==> src/hw/rtl/tga_pkg.sv <==
// Shared types and codes for the TGA run-length pixel decoder.
package tga_pkg;

   localparam logic [1:0] KIND_PIXEL  = 2'd0;
   localparam logic [1:0] KIND_HEADER = 2'd1;
   localparam logic [1:0] KIND_ERROR  = 2'd2;

   localparam logic [7:0] OPAQUE_ALPHA = 8'd255;

   typedef struct packed {
      logic [7:0] data_byte;
      logic       start_of_file;
   } req_type;

   typedef struct packed {
      logic [1:0]  kind;
      logic [7:0]  red;
      logic [7:0]  green;
      logic [7:0]  blue;
      logic [7:0]  alpha;
      logic [7:0]  repeat_count;
      logic [14:0] image_width;
      logic [14:0] image_height;
      logic        end_of_image;
   } rsp_type;

   // compact event from the parser; the back end expands it into a result
   typedef struct packed {
      logic [1:0]  kind;
      logic [23:0] color;
      logic [7:0]  alpha_byte;
      logic        opaque;
      logic [7:0]  repeat_count;
      logic [14:0] image_width;
      logic [14:0] image_height;
      logic        end_of_image;
   } evt_type;

   typedef struct packed {
      logic full;
      logic not_empty;
   } q_status_type;

endpackage

==> src/hw/rtl/tga_front.sv <==
// Byte parser: header, ID skip, packet and pixel gathering; emits events.
module tga_front import tga_pkg::*; (
   input  logic    clock,
   input  logic    reset,
   input  logic    fire,
   input  req_type req_data,
   output logic    evt_push,
   output evt_type evt_data
);

   typedef enum logic [4:0] {
      PH_HEADER = 5'b00001,
      PH_IDSKIP = 5'b00010,
      PH_PACKET = 5'b00100,
      PH_PIXEL  = 5'b01000,
      PH_DONE   = 5'b10000
   } phase_type;

   phase_type   phase_ff, phase_in;
   logic [4:0]  hidx_ff, hidx_in;
   logic [7:0]  id_skip_ff, id_skip_in;
   logic        comp_ff, comp_in;
   logic        has_alpha_ff, has_alpha_in;
   logic [15:0] width_ff, width_in;
   logic [15:0] height_ff, height_in;
   logic [29:0] pix_left_ff, pix_left_in;
   logic [7:0]  pkt_left_ff, pkt_left_in;
   logic        pkt_run_ff, pkt_run_in;
   logic [1:0]  pbi_ff, pbi_in;
   logic [23:0] color_ff, color_in;
   logic        bad_ff, bad_in;

   phase_type   cur_phase;
   logic [4:0]  cur_hidx;
   logic        cur_bad;
   logic [7:0]  b;
   logic        no_pixels;
   logic [29:0] area;
   logic [7:0]  rep;
   logic [29:0] left_after;
   logic        emit;
   evt_type     evt;

   assign b = req_data.data_byte;
   assign no_pixels = width_ff[15] | height_ff[15] | (width_ff == 16'd0) | (height_ff == 16'd0);
   assign area = {15'd0, width_ff[14:0]} * {15'd0, height_ff[14:0]};

   always_comb begin
      cur_phase    = req_data.start_of_file ? PH_HEADER : phase_ff;
      cur_hidx     = req_data.start_of_file ? 5'd0 : hidx_ff;
      cur_bad      = req_data.start_of_file ? 1'b0 : bad_ff;
      phase_in     = cur_phase;
      hidx_in      = cur_hidx;
      bad_in       = cur_bad;
      id_skip_in   = id_skip_ff;
      comp_in      = comp_ff;
      has_alpha_in = has_alpha_ff;
      width_in     = width_ff;
      height_in    = height_ff;
      pix_left_in  = pix_left_ff;
      pkt_left_in  = pkt_left_ff;
      pkt_run_in   = pkt_run_ff;
      pbi_in       = pbi_ff;
      color_in     = color_ff;
      rep          = 8'd0;
      left_after   = pix_left_ff;
      emit         = 1'b0;
      evt          = '0;

      unique case (cur_phase)
         PH_HEADER: begin
            unique case (cur_hidx)
               5'd0:  id_skip_in = b;
               5'd1:  if (b != 8'd0) bad_in = 1'b1;
               5'd2: begin
                  if (b == 8'd10) comp_in = 1'b1;
                  else if (b == 8'd2) comp_in = 1'b0;
                  else bad_in = 1'b1;
               end
               5'd12: width_in[7:0]   = b;
               5'd13: width_in[15:8]  = b;
               5'd14: height_in[7:0]  = b;
               5'd15: height_in[15:8] = b;
               5'd16: begin
                  if (b == 8'd24) has_alpha_in = 1'b0;
                  else if (b == 8'd32) has_alpha_in = 1'b1;
                  else bad_in = 1'b1;
               end
               default: ;
            endcase
            hidx_in = cur_hidx + 5'd1;
            // last header byte: dimensions and format flags are already stored
            if (cur_hidx == 5'd17) begin
               hidx_in = 5'd0;
               emit    = 1'b1;
               if (cur_bad) begin
                  phase_in = PH_DONE;
                  evt.kind = KIND_ERROR;
               end else begin
                  pix_left_in        = no_pixels ? 30'd0 : area;
                  evt.kind           = KIND_HEADER;
                  evt.image_width    = width_ff[14:0];
                  evt.image_height   = height_ff[14:0];
                  evt.end_of_image   = no_pixels;
                  if (id_skip_ff != 8'd0) begin
                     phase_in = PH_IDSKIP;
                  end else begin
                     pkt_left_in = 8'd0;
                     pbi_in      = 2'd0;
                     if (no_pixels) phase_in = PH_DONE;
                     else phase_in = comp_ff ? PH_PACKET : PH_PIXEL;
                  end
               end
            end
         end
         PH_IDSKIP: begin
            if (id_skip_ff != 8'd0) id_skip_in = id_skip_ff - 8'd1;
            if (id_skip_in == 8'd0) begin
               pkt_left_in = 8'd0;
               pbi_in      = 2'd0;
               if (pix_left_ff == 30'd0) phase_in = PH_DONE;
               else phase_in = comp_ff ? PH_PACKET : PH_PIXEL;
            end
         end
         PH_PACKET: begin
            pkt_left_in = {1'b0, b[6:0]} + 8'd1;
            pkt_run_in  = b[7];
            pbi_in      = 2'd0;
            phase_in    = PH_PIXEL;
         end
         PH_PIXEL: begin
            if (pbi_ff != 2'd3) begin
               unique case (pbi_ff)
                  2'd0:    color_in[7:0]   = b;
                  2'd1:    color_in[15:8]  = b;
                  default: color_in[23:16] = b;
               endcase
               pbi_in = pbi_ff + 2'd1;
               emit   = (pbi_ff == 2'd2) && !has_alpha_ff;
            end else begin
               emit = 1'b1;
            end
            if (emit) begin
               pbi_in = 2'd0;
               if (comp_ff && pkt_run_ff) begin
                  // run longer than what is left of the image is clipped
                  if ({22'd0, pkt_left_ff} > pix_left_ff) rep = pix_left_ff[7:0];
                  else rep = pkt_left_ff;
                  pkt_left_in = 8'd0;
               end else begin
                  rep = 8'd1;
                  if (comp_ff && (pkt_left_ff != 8'd0)) pkt_left_in = pkt_left_ff - 8'd1;
               end
               left_after  = pix_left_ff - {22'd0, rep};
               pix_left_in = left_after;
               if (left_after == 30'd0) phase_in = PH_DONE;
               else if (comp_ff && (pkt_left_in == 8'd0)) phase_in = PH_PACKET;
               evt.kind         = KIND_PIXEL;
               evt.color        = color_in;
               evt.alpha_byte   = b;
               evt.opaque       = (pbi_ff != 2'd3);
               evt.repeat_count = rep;
               evt.end_of_image = (left_after == 30'd0);
            end
         end
         PH_DONE: ;
         default: ;
      endcase
   end

   assign evt_push = fire & emit;
   assign evt_data = evt;

   always_ff @(posedge clock) begin
      if (reset) begin
         phase_ff     <= PH_HEADER;
         hidx_ff      <= 5'd0;
         id_skip_ff   <= 8'd0;
         comp_ff      <= 1'b0;
         has_alpha_ff <= 1'b0;
         width_ff     <= 16'd0;
         height_ff    <= 16'd0;
         pix_left_ff  <= 30'd0;
         pkt_left_ff  <= 8'd0;
         pkt_run_ff   <= 1'b0;
         pbi_ff       <= 2'd0;
         color_ff     <= 24'd0;
         bad_ff       <= 1'b0;
      end else if (fire) begin
         phase_ff     <= phase_in;
         hidx_ff      <= hidx_in;
         id_skip_ff   <= id_skip_in;
         comp_ff      <= comp_in;
         has_alpha_ff <= has_alpha_in;
         width_ff     <= width_in;
         height_ff    <= height_in;
         pix_left_ff  <= pix_left_in;
         pkt_left_ff  <= pkt_left_in;
         pkt_run_ff   <= pkt_run_in;
         pbi_ff       <= pbi_in;
         color_ff     <= color_in;
         bad_ff       <= bad_in;
      end
   end

endmodule

==> src/hw/rtl/tga_queue.sv <==
// Two-entry event queue between the parser and the result stage.
module tga_queue import tga_pkg::*; (
   input  logic         clock,
   input  logic         reset,
   input  logic         push,
   input  evt_type      push_data,
   input  logic         pop,
   output evt_type      head_data,
   output q_status_type status
);

   evt_type    slot_ff [2];
   logic       wr_ptr_ff, rd_ptr_ff;
   logic [1:0] count_ff;

   assign head_data        = slot_ff[rd_ptr_ff];
   assign status.full      = (count_ff == 2'd2);
   assign status.not_empty = (count_ff != 2'd0);

   always_ff @(posedge clock) begin
      if (push) slot_ff[wr_ptr_ff] <= push_data;
   end

   always_ff @(posedge clock) begin
      if (reset) begin
         wr_ptr_ff <= 1'b0;
         rd_ptr_ff <= 1'b0;
         count_ff  <= 2'd0;
      end else begin
         if (push) wr_ptr_ff <= ~wr_ptr_ff;
         if (pop) rd_ptr_ff <= ~rd_ptr_ff;
         if (push && !pop) count_ff <= count_ff + 2'd1;
         else if (pop && !push) count_ff <= count_ff - 2'd1;
      end
   end

endmodule

==> src/hw/rtl/tga_back.sv <==
// Result stage: expands queued events into result items, output register.
module tga_back import tga_pkg::*; (
   input  logic         clock,
   input  logic         reset,
   input  q_status_type q_status,
   input  evt_type      head_data,
   output logic         pop,
   output logic         rsp_valid,
   input  logic         rsp_stall,
   output rsp_type      rsp_data
);

   logic    valid_ff, valid_in;
   rsp_type data_ff, data_in;

   assign pop      = q_status.not_empty && (!valid_ff || !rsp_stall);
   assign valid_in = pop || (valid_ff && rsp_stall);

   always_comb begin
      data_in      = '0;
      data_in.kind = head_data.kind;
      unique case (head_data.kind)
         KIND_PIXEL: begin
            data_in.red          = head_data.color[23:16];
            data_in.green        = head_data.color[15:8];
            data_in.blue         = head_data.color[7:0];
            data_in.alpha        = head_data.opaque ? OPAQUE_ALPHA : head_data.alpha_byte;
            data_in.repeat_count = head_data.repeat_count;
            data_in.end_of_image = head_data.end_of_image;
         end
         KIND_HEADER: begin
            data_in.image_width  = head_data.image_width;
            data_in.image_height = head_data.image_height;
            data_in.end_of_image = head_data.end_of_image;
         end
         default: ;
      endcase
   end

   always_ff @(posedge clock) begin
      if (reset) valid_ff <= 1'b0;
      else valid_ff <= valid_in;
   end

   always_ff @(posedge clock) begin
      if (pop) data_ff <= data_in;
   end

   assign rsp_valid = valid_ff;
   assign rsp_data  = data_ff;

endmodule

==> src/hw/rtl/tga_rle_pixel_decoder.sv <==
// Top level of the TGA type 2/10 byte-stream pixel decoder.
//
//  channel | direction | handshake            | payload
//  req_    | in        | req_valid/req_stall  | req_type: data_byte, start_of_file
//  rsp_    | out       | rsp_valid/rsp_stall  | rsp_type: kind, RGBA, repeat, dims, end
//
// One byte per cycle is taken while req_stall is low; the parser updates
// its counters in the cycle a byte is accepted. Results are queued and then
// registered before rsp_. req_stall rises only when the two-entry queue is full.
// Reset is synchronous and leaves the parser expecting header byte zero.
module tga_rle_pixel_decoder import tga_pkg::*; (
   input  logic    clock,
   input  logic    reset,
   input  logic    req_valid,
   output logic    req_stall,
   input  req_type req_data,
   output logic    rsp_valid,
   input  logic    rsp_stall,
   output rsp_type rsp_data
);

   q_status_type q_status;
   logic         fire;
   logic         evt_push;
   evt_type      evt_data;
   evt_type      head_data;
   logic         pop;

   assign req_stall = q_status.full;
   assign fire      = req_valid && !req_stall;

   tga_front u_front (
      .clock    (clock),
      .reset    (reset),
      .fire     (fire),
      .req_data (req_data),
      .evt_push (evt_push),
      .evt_data (evt_data)
   );

   tga_queue u_queue (
      .clock     (clock),
      .reset     (reset),
      .push      (evt_push),
      .push_data (evt_data),
      .pop       (pop),
      .head_data (head_data),
      .status    (q_status)
   );

   tga_back u_back (
      .clock     (clock),
      .reset     (reset),
      .q_status  (q_status),
      .head_data (head_data),
      .pop       (pop),
      .rsp_valid (rsp_valid),
      .rsp_stall (rsp_stall),
      .rsp_data  (rsp_data)
   );

   a_no_push_when_full: assert property (@(posedge clock) disable iff (reset)
      q_status.full |-> !evt_push)
      else $error("event pushed into full queue");

   a_pixel_nonzero_repeat: assert property (@(posedge clock) disable iff (reset)
      rsp_valid && (rsp_data.kind == KIND_PIXEL) |-> (rsp_data.repeat_count != 8'd0))
      else $error("pixel result with zero repeat");

   a_error_fields_clear: assert property (@(posedge clock) disable iff (reset)
      rsp_valid && (rsp_data.kind == KIND_ERROR) |->
         (rsp_data.repeat_count == 8'd0) && !rsp_data.end_of_image)
      else $error("error result carries pixel fields");

   a_pop_loads_output: assert property (@(posedge clock) disable iff (reset)
      pop |=> rsp_valid)
      else $error("popped event not presented");

endmodule

==> config.mk <==
export PLATFORM = sky130hd
export DESIGN_NAME = tga_rle_pixel_decoder
export DESIGN_NICKNAME = d
export VERILOG_FILES = /design/src/hw/rtl/tga_pkg.sv /design/src/hw/rtl/tga_front.sv /design/src/hw/rtl/tga_queue.sv /design/src/hw/rtl/tga_back.sv /design/src/hw/rtl/tga_rle_pixel_decoder.sv
export SDC_FILE = /design/constraint.sdc
export NUM_CORES = 1
export LEC_CHECK = 0
export BUFFER_PORTS_ARGS = -buffer_cell sky130_fd_sc_hd__buf_4
export CAP_MARGIN = 10
export CORE_ASPECT_RATIO = 1.75
export CORE_UTILIZATION = 65
export CTS_BUF_LIST = sky130_fd_sc_hd__clkbuf_4 sky130_fd_sc_hd__clkbuf_8
export DETAILED_ROUTE_END_ITERATION = 7
export PLACE_DENSITY = 0.93
export SYNTH_ARGS = -nofsm -noshare
export SYNTH_HDL_FRONTEND = slang
export SYNTH_SLANG_ARGS = --single-unit
export TNS_END_PERCENT = 100
==> constraint.sdc <==
create_clock -name clock -period 11.9 [get_ports clock]
set_input_delay 0.595 -clock clock [delete_from_list [all_inputs] [get_ports clock]]
set_output_delay 0.595 -clock clock [all_outputs]
set_load 0.01 [all_outputs]
==> results of run 1 <==
-- flip-flops by register name (all words and copies together) (netlist names), 2 cells and up, named ones only --
register             flops
u_back.rsp_data         73
u_front.color_ff        24
u_front.height_ff       16
u_front.hidx_ff          5
u_front.id_skip_ff       8
u_front.pbi_ff           2
u_front.phase_ff         5
u_front.pix_left_ff     30
u_front.pkt_left_ff      8
u_front.width_ff        16
u_queue.count_ff         2
u_queue.slot_ff        148
-- layer usage --
metal  share of wire, %  track usage, %  up-vias
met2                 53            65.6     1045
li1                   -               -     8151
met4                8.1            28.5        0
met3                6.5            4.76      338
met1                 33            37.2     9076
met5                  0               0        -
-- worst min-delay path, cell delays in order --
cell     delay, ns
buf_4         0.11
nand2_1       0.07
a21oi_1       0.07
-- stage by stage --
step                area (sq um)  power (mW)
floorplan                  23500        1.86
global placement           24300        2.13
detailed placement         24300        2.15
CTS                        25300        3.13
global route               25300        3.22
finish                     25300        3.13
-- cell families (layout without fill, tap and decap cells) --
| group | count (synthesis) | in the layout | synth area share [%] |
|---|---|---|---|
| xor+xnor | 51 | 51 | 1.90 |
| other cells | 0 | 2 | 0 |
| mux | 120 | 120 | 5.12 |
| fa+ha+maj | 295 | 295 | 21.1 |
| flops | 345 | 345 | 38.8 |
| simple gates | 881 | 881 | 17.9 |
| compound gates | 353 | 353 | 9.48 |
| buf+inv | 347 | 387 | 5.67 |
-- worst max-delay path by stage --
stage	from	endpoint	slack (ns)	cells past startpoint
6_report	u_front.width_ff[11]	u_front.pix_left_ff[28]	5.13	20
5_1_grt	u_front.width_ff[4]	u_front.pix_left_ff[28]	4.85	20
4_1_cts	u_front.width_ff[4]	u_front.pix_left_ff[28]	5.21	20
3_5_place_dp	u_front.width_ff[4]	u_front.pix_left_ff[28]	5.21	20
3_3_place_gp	u_front.width_ff[12]	u_front.pix_left_ff[28]	5.35	20
2_1_floorplan	u_front.height_ff[3]	u_front.pix_left_ff[28]	5.70	22
-- cell type report --
type	instances	area, sq um	share of cell area, %
multi-input combinational	1700	13100	51.6
timing repair buffer	104	781	3.09
sequential	345	9120	36.0
clock inverter	27	278	1.10
antenna	2	5.00	0.0198
clock buffer	58	742	2.93
inverter	198	743	2.94
tap	465	582	2.30
-- power by group --
| part | total (mW) | internal, mW | switching, mW |
|---|---|---|---|
| clock network | 0.990 | 0.526 | 0.465 |
| logic | 0.636 | 0.264 | 0.372 |
| registers | 1.50 | 1.42 | 0.0786 |
| total | 3.13 | 2.21 | 0.915 |
-- layout by cell type, fill, tap and decap left out, types with 17 or more instances in the layout --
master	instances
edfxtp_1	221
xor2_1	26
a21oi_1	133
dfxtp_1	123
nor4_1	20
inv_1	196
nand2_1	290
buf_4	104
ha_1	127
mux2i_1	118
a211oi_1	25
nand3_1	36
o21ai_0	63
nor2_1	235
clkbuf_8	49
nor3_1	58
fa_1	168
and2_1	126
xnor2_1	25
nand2b_1	17
==> flow_summary.json, run 1 <==
{
  "status": "completed",
  "clk_latency_ns": 0.61,
  "worstHoldEndpoint": "u_back.rsp_valid",
  "die_h_microns": 253,
  "fillCellCount": 2405,
  "core-area_sq_mm": 0.0354,
  "worstPathCellList": "nand2_1 > fa_1 > inv_1 > fa_1 > fa_1 > inv_1 > fa_1 > inv_1 > fa_1 > fa_1 > ha_1 > and3_1 > a221oi_1 > o21ai_0 > nor3_1 > o21ai_0 > a221o_1 > a21oi_1 > xor2_1 > a21oi_1",
  "slew_violations": 0,
  "yosys.area.top_type": "edfxtp_1",
  "vias": 18610,
  "cts-buffers-inserted": 46,
  "avgSynthCellArea_sq_um": 9.82,
  "pin_count": 88,
  "setup-violations-final": 0,
  "max_stage_delay_ns": 0.87,
  "ctsResizeCount": 0,
  "finalSetupTns_ns": 0,
  "crit_family": "adder cells",
  "synth_nets": 2700,
  "num_rows": 91,
  "worstPathArrival_ns": 7.26,
  "required_ns": 12.39,
  "cts_max_path_buffers": 3,
  "finClkSkew_ns": 0.0351,
  "grtUsageTotal_pct": 36.0,
  "timing.rr.end": "u_front.pix_left_ff[28]",
  "path_buf_inv": 3,
  "worstReg2RegStart": "u_front.width_ff[11]",
  "synth_top_area_share_pct": 28.3,
  "end_kind": "flip-flop",
  "area_growth_pct": 7.75,
  "hold_viol": 0,
  "synth_warnings": 0,
  "grt_max_degree": 86,
  "layout_min_cycle_time_ns": 6.77,
  "rrSetupSlack_ns": 5.13,
  "slew-limit-headroom_pct": 24.6,
  "fin_util_pct": 71.5,
  "io_buffers": 87,
  "ys.flop_type": "edfxtp_1",
  "fin_crit_sh_pct": 56.9,
  "crit_type": "reg2reg",
  "synth_edf_count": 221,
  "seq_area_frac_synth_pct": 38.8,
  "start_util_pct": 66.3,
  "place.gp.congestion": 1.03,
  "yosysUniqueCellTypes": 81,
  "initialDrtViolationCount": 1697,
  "max_freq_ghz": 0.148,
  "drtAntennaViolNets": 0,
  "ys_async_sr_fraction_pct": 0,
  "drc": 0,
  "hold_path.class": "in2reg",
  "grt_pass1_vias": 19431,
  "vias_per_cell": 6.42,
  "r2r_cells": 20,
  "ir_drop_mv": 0.0820,
  "synthesis.area_sq_mm": 0.0235,
  "cts_num_sinks": 345,
  "rsz0062_at_grt": "no",
  "wire_per_inst_microns": 22.4,
  "min_path_cells": 3,
  "cts.clk_slew.worst_paths_ns": 0.07,
  "path_common_cell": "fa_1",
  "cts_tree": "built",
  "placed_cells": 2812,
  "layout.nets": 2703,
  "p_leak_nw": 9.90,
  "start_kind": "flip-flop",
  "synth_commonest_cells": "nand2_1, nor2_1, edfxtp_1, inv_1, fa_1",
  "tightest_slew_ns": 1.12,
  "overflow": 0,
  "first_pass_iters": 8,
  "antenna_found_initial": 2,
  "place_hpwl_microns": 45900,
  "h-tree-depth": 2,
  "synth_area_leaders": "edfxtp_1, fa_1, dfxtp_1",
  "final_cell_count_no_fill": 2899,
  "die-area_sq_mm": 0.0369,
  "post_cts_buffers": 0,
  "critPathSlowestCell": "dfxtp_1",
  "cellPowerDensity_mw_per_mm2": 124,
  "postRouteWirelength_microns": 65000,
  "hold_buffers": 0,
  "maxCapViolations": 0,
  "cp_max_fo": 18,
  "post-place-ws_ns": 5.21,
  "synth-seq-cells": 345,
  "setup_slack_ns": 5.13,
  "clockRootBuffer": "clkbuf_8",
  "holdWs_ns": 0.317,
  "fp.dieW_microns": 146,
  "grt_pass1_wl_microns": 103000,
  "syn_inst": 2392,
  "min_from": "rsp_stall",
  "yosysMostFrequentCell": "nand2_1",
  "drive_above_1_share_pct": 8.68
}
Note: power is estimated with default switching activity, not from simulation.
==> inputs of run 2 (changes only) <==
- ABC_AREA: default -> 1
- clock period: 11.9 -> 6.6 ns (I/O delays scaled with it)
==> run 2 against run 1 <==
  * Sequential power up 90%
  * Count of clock-buffer cells in the layout grew 13
  * Clock skew is 0.0090 ns lower
  * Final area rose by 1.7%
  * Register-to-register slack got worse by 4.8 ns
  * Worst hold slack lost 0.24 ns
  * Highest routed layer unchanged
  * Die area increased by 1.5%
  * Via count rose by 9.8%
  * Setup slack worse by 4.8 ns
  * Core utilization about the same
  * Clock power rose by 79%
  * Sequential cell count stayed put
==> flow_summary.json, run 2 <==
{
  "status": "completed",
  "synth_nets": 3182,
  "start_util_pct": 66.2,
  "slew_violations": 0,
  "synth_top_area_share_pct": 27.8,
  "drive_above_1_share_pct": 8.32,
  "vias_per_cell": 6.00,
  "multi_input_area_sq_mm": 0.0123,
  "layout_commonest_cell": "nand2_1",
  "min_from": "rsp_stall",
  "die-area_sq_mm": 0.0375,
  "slew-limit-headroom_pct": 20.9,
  "largest-register": "u_queue.slot_ff",
  "ys_async_sr_fraction_pct": 0,
  "cts_tree": "built",
  "place.gp.congestion": 0.968,
  "layout_min_cycle_time_ns": 6.25,
  "initialDrtViolationCount": 1546,
  "regArea_sq_mm": 0.00912,
  "core-area_sq_mm": 0.0360,
  "placed_cells": 3311,
  "worstPathArrival_ns": 6.76,
  "cts-buffers-inserted": 49,
  "yosys.area.top_type": "edfxtp_1",
  "rsz0062_at_grt": "no",
  "first_pass_iters": 8,
  "cellPowerDensity_mw_per_mm2": 275,
  "end_kind": "flip-flop",
  "grtUsageTotal_pct": 36.8,
  "cp_max_fo": 17,
  "overflow": 0,
  "clk_latency_ns": 0.62,
  "p_leak_nw": 12.1,
  "syn_inst": 2874,
  "finalSetupTns_ns": 0,
  "clockRootBuffer": "clkbuf_8",
  "min_path_cells": 3,
  "drc": 0,
  "max_freq_ghz": 0.160,
  "yosysMostFrequentCell": "nand2_1",
  "grt_pass1_wl_microns": 107000,
  "synth_edf_count": 221,
  "synth_commonest_cells": "nand2_1, inv_1, a21oi_1, nor2_1, edfxtp_1",
  "worstReg2RegStart": "u_front.width_ff[8]",
  "vias": 20425,
  "wire_per_inst_microns": 19.6,
  "drtAntennaViolNets": 0,
  "avgSynthCellArea_sq_um": 8.29,
  "crit_type": "reg2reg",
  "area_growth_pct": 8.00,
  "ir_drop_mv": 0.275,
  "yosysUniqueCellTypes": 54,
  "hold_buffers": 0,
  "num_rows": 92,
  "io_buffers": 87,
  "cts_max_path_buffers": 3,
  "grt_max_degree": 77,
  "fillCellCount": 2656,
  "timing.rr.end": "u_front.pix_left_ff[17]",
  "worstHoldEndpoint": "u_back.rsp_valid",
  "pin_count": 88,
  "final_cell_count_no_fill": 3405,
  "synth-seq-cells": 345,
  "hold_path.class": "in2reg",
  "ctsResizeCount": 0,
  "synth_area_leaders": "edfxtp_1, fa_1, dfxtp_1",
  "h-tree-depth": 2,
  "post_cts_buffers": 0,
  "cts.clk_slew.worst_paths_ns": 0.07,
  "hold_viol": 0,
  "layout.nets": 3200,
  "maxCapViolations": 0,
  "setup-violations-final": 0,
  "place_hpwl_microns": 48700,
  "fp.dieW_microns": 147,
  "seq_area_frac_synth_pct": 38.3,
  "cts_num_sinks": 345,
  "fin_crit_sh_pct": 94.7,
  "ys.flop_type": "edfxtp_1",
  "finClkSkew_ns": 0.0261,
  "rrSetupSlack_ns": 0.35,
  "die_h_microns": 255,
  "start_kind": "flip-flop",
  "synth_warnings": 0,
  "final_cell_mix": "nand2_1, inv_1, a21oi_1, nor2_1, edfxtp_1",
  "grt_pass1_vias": 21299,
  "postRouteWirelength_microns": 66900,
  "largest_reg_flops": 148,
  "antenna_found_initial": 1,
  "synthesis.area_sq_mm": 0.0238,
  "required_ns": 7.11,
  "tightest_slew_ns": 1.18,
  "r2r_cells": 19
}
-- run 2: worst max-delay path by stage --
stage,from,to,slack [ns],depth (start not counted)
3_3_place_gp,u_front.height_ff[3],u_front.pix_left_ff[26],0.50,21
6_report,u_front.width_ff[8],u_front.pix_left_ff[17],0.35,19
5_1_grt,u_front.width_ff[8],u_front.pix_left_ff[22],0.03,20
2_1_floorplan,u_front.height_ff[3],u_front.pix_left_ff[22],0.96,21
3_5_place_dp,u_front.height_ff[3],u_front.pix_left_ff[26],0.45,21
4_1_cts,u_front.height_ff[3],u_front.pix_left_ff[26],0.45,21
-- run 2: where the power goes --
part | switching [mW] | internal (mW) | leakage (nW) | total (mW)
combinational | 1.69 | 0.783 | 8.56 | 2.47
clock | 0.857 | 0.913 | 0.556 | 1.77
sequential | 0.162 | 2.68 | 2.97 | 2.85
total | 2.71 | 4.38 | 12.1 | 7.09
-- run 2: worst max-delay path, cell delays in order (launching register included) --
cell	delay, ns
dfxtp_1	0.86
nand2_1	0.20
fa_1	0.57
inv_1	0.05
fa_1	0.47
inv_1	0.05
fa_1	0.49
inv_1	0.05
fa_1	0.44
fa_1	0.54
fa_1	0.43
ha_1	0.36
a21oi_1	0.25
o21ai_0	0.17
o21bai_1	0.27
a21oi_1	0.25
xor2_1	0.38
o221ai_1	0.17
nand2_1	0.10
inv_1	0.04
-- run 2: layer usage --
layer / wire [microns] / global-route usage [%]
met5: 0 / 0
met4: 5320 / 26.9
met3: 4550 / 5.11
met2: 35700 / 67.7
met1: 21300 / 37.3
-- run 2: kinds of logic (layout without fill, tap and decap cells) --
logic type / count (synthesis) / after routing / synth area share, %
DFF: 345 / 345 / 38.3
AOI/OAI and AO/OA: 486 / 486 / 11.1
and+or+nand+nor: 1067 / 1067 / 18.6
xor gates and xnor gates: 24 / 24 / 0.882
muxes: 1 / 1 / 0.0420
other: 0 / 2 / 0
adders and majority gates: 295 / 295 / 20.8
buffers and inverters: 656 / 715 / 10.4
-- run 2: stage by stage --
stage	util [%]	power [mW]	hold WS, ns	setup slack [ns]	cell area [sq um]
floorplan	-	4.41	0.424	0.958	23800
global placement	68.6	5.20	0.430	0.502	24700
detailed placement	68.6	5.30	0.435	0.449	24700
CTS	71.4	7.07	0.0410	0.448	25700
global route	71.5	7.45	0.0503	0.0327	25700
finish	71.5	7.09	0.0813	0.350	25700
-- run 2: cell type report --
| class | instances | share of cell area (%) |
|---|---|---|
| Multi-Input combinational cell | 1873 | 47.6 |
| Sequential cell | 345 | 35.4 |
| Inverter | 514 | 7.49 |
| Clock buffer | 71 | 3.43 |
| Timing Repair Buffer | 109 | 3.18 |
| Tap cell | 470 | 2.28 |
| Clock inverter | 21 | 0.564 |
| Antenna cell | 2 | 0.0194 |
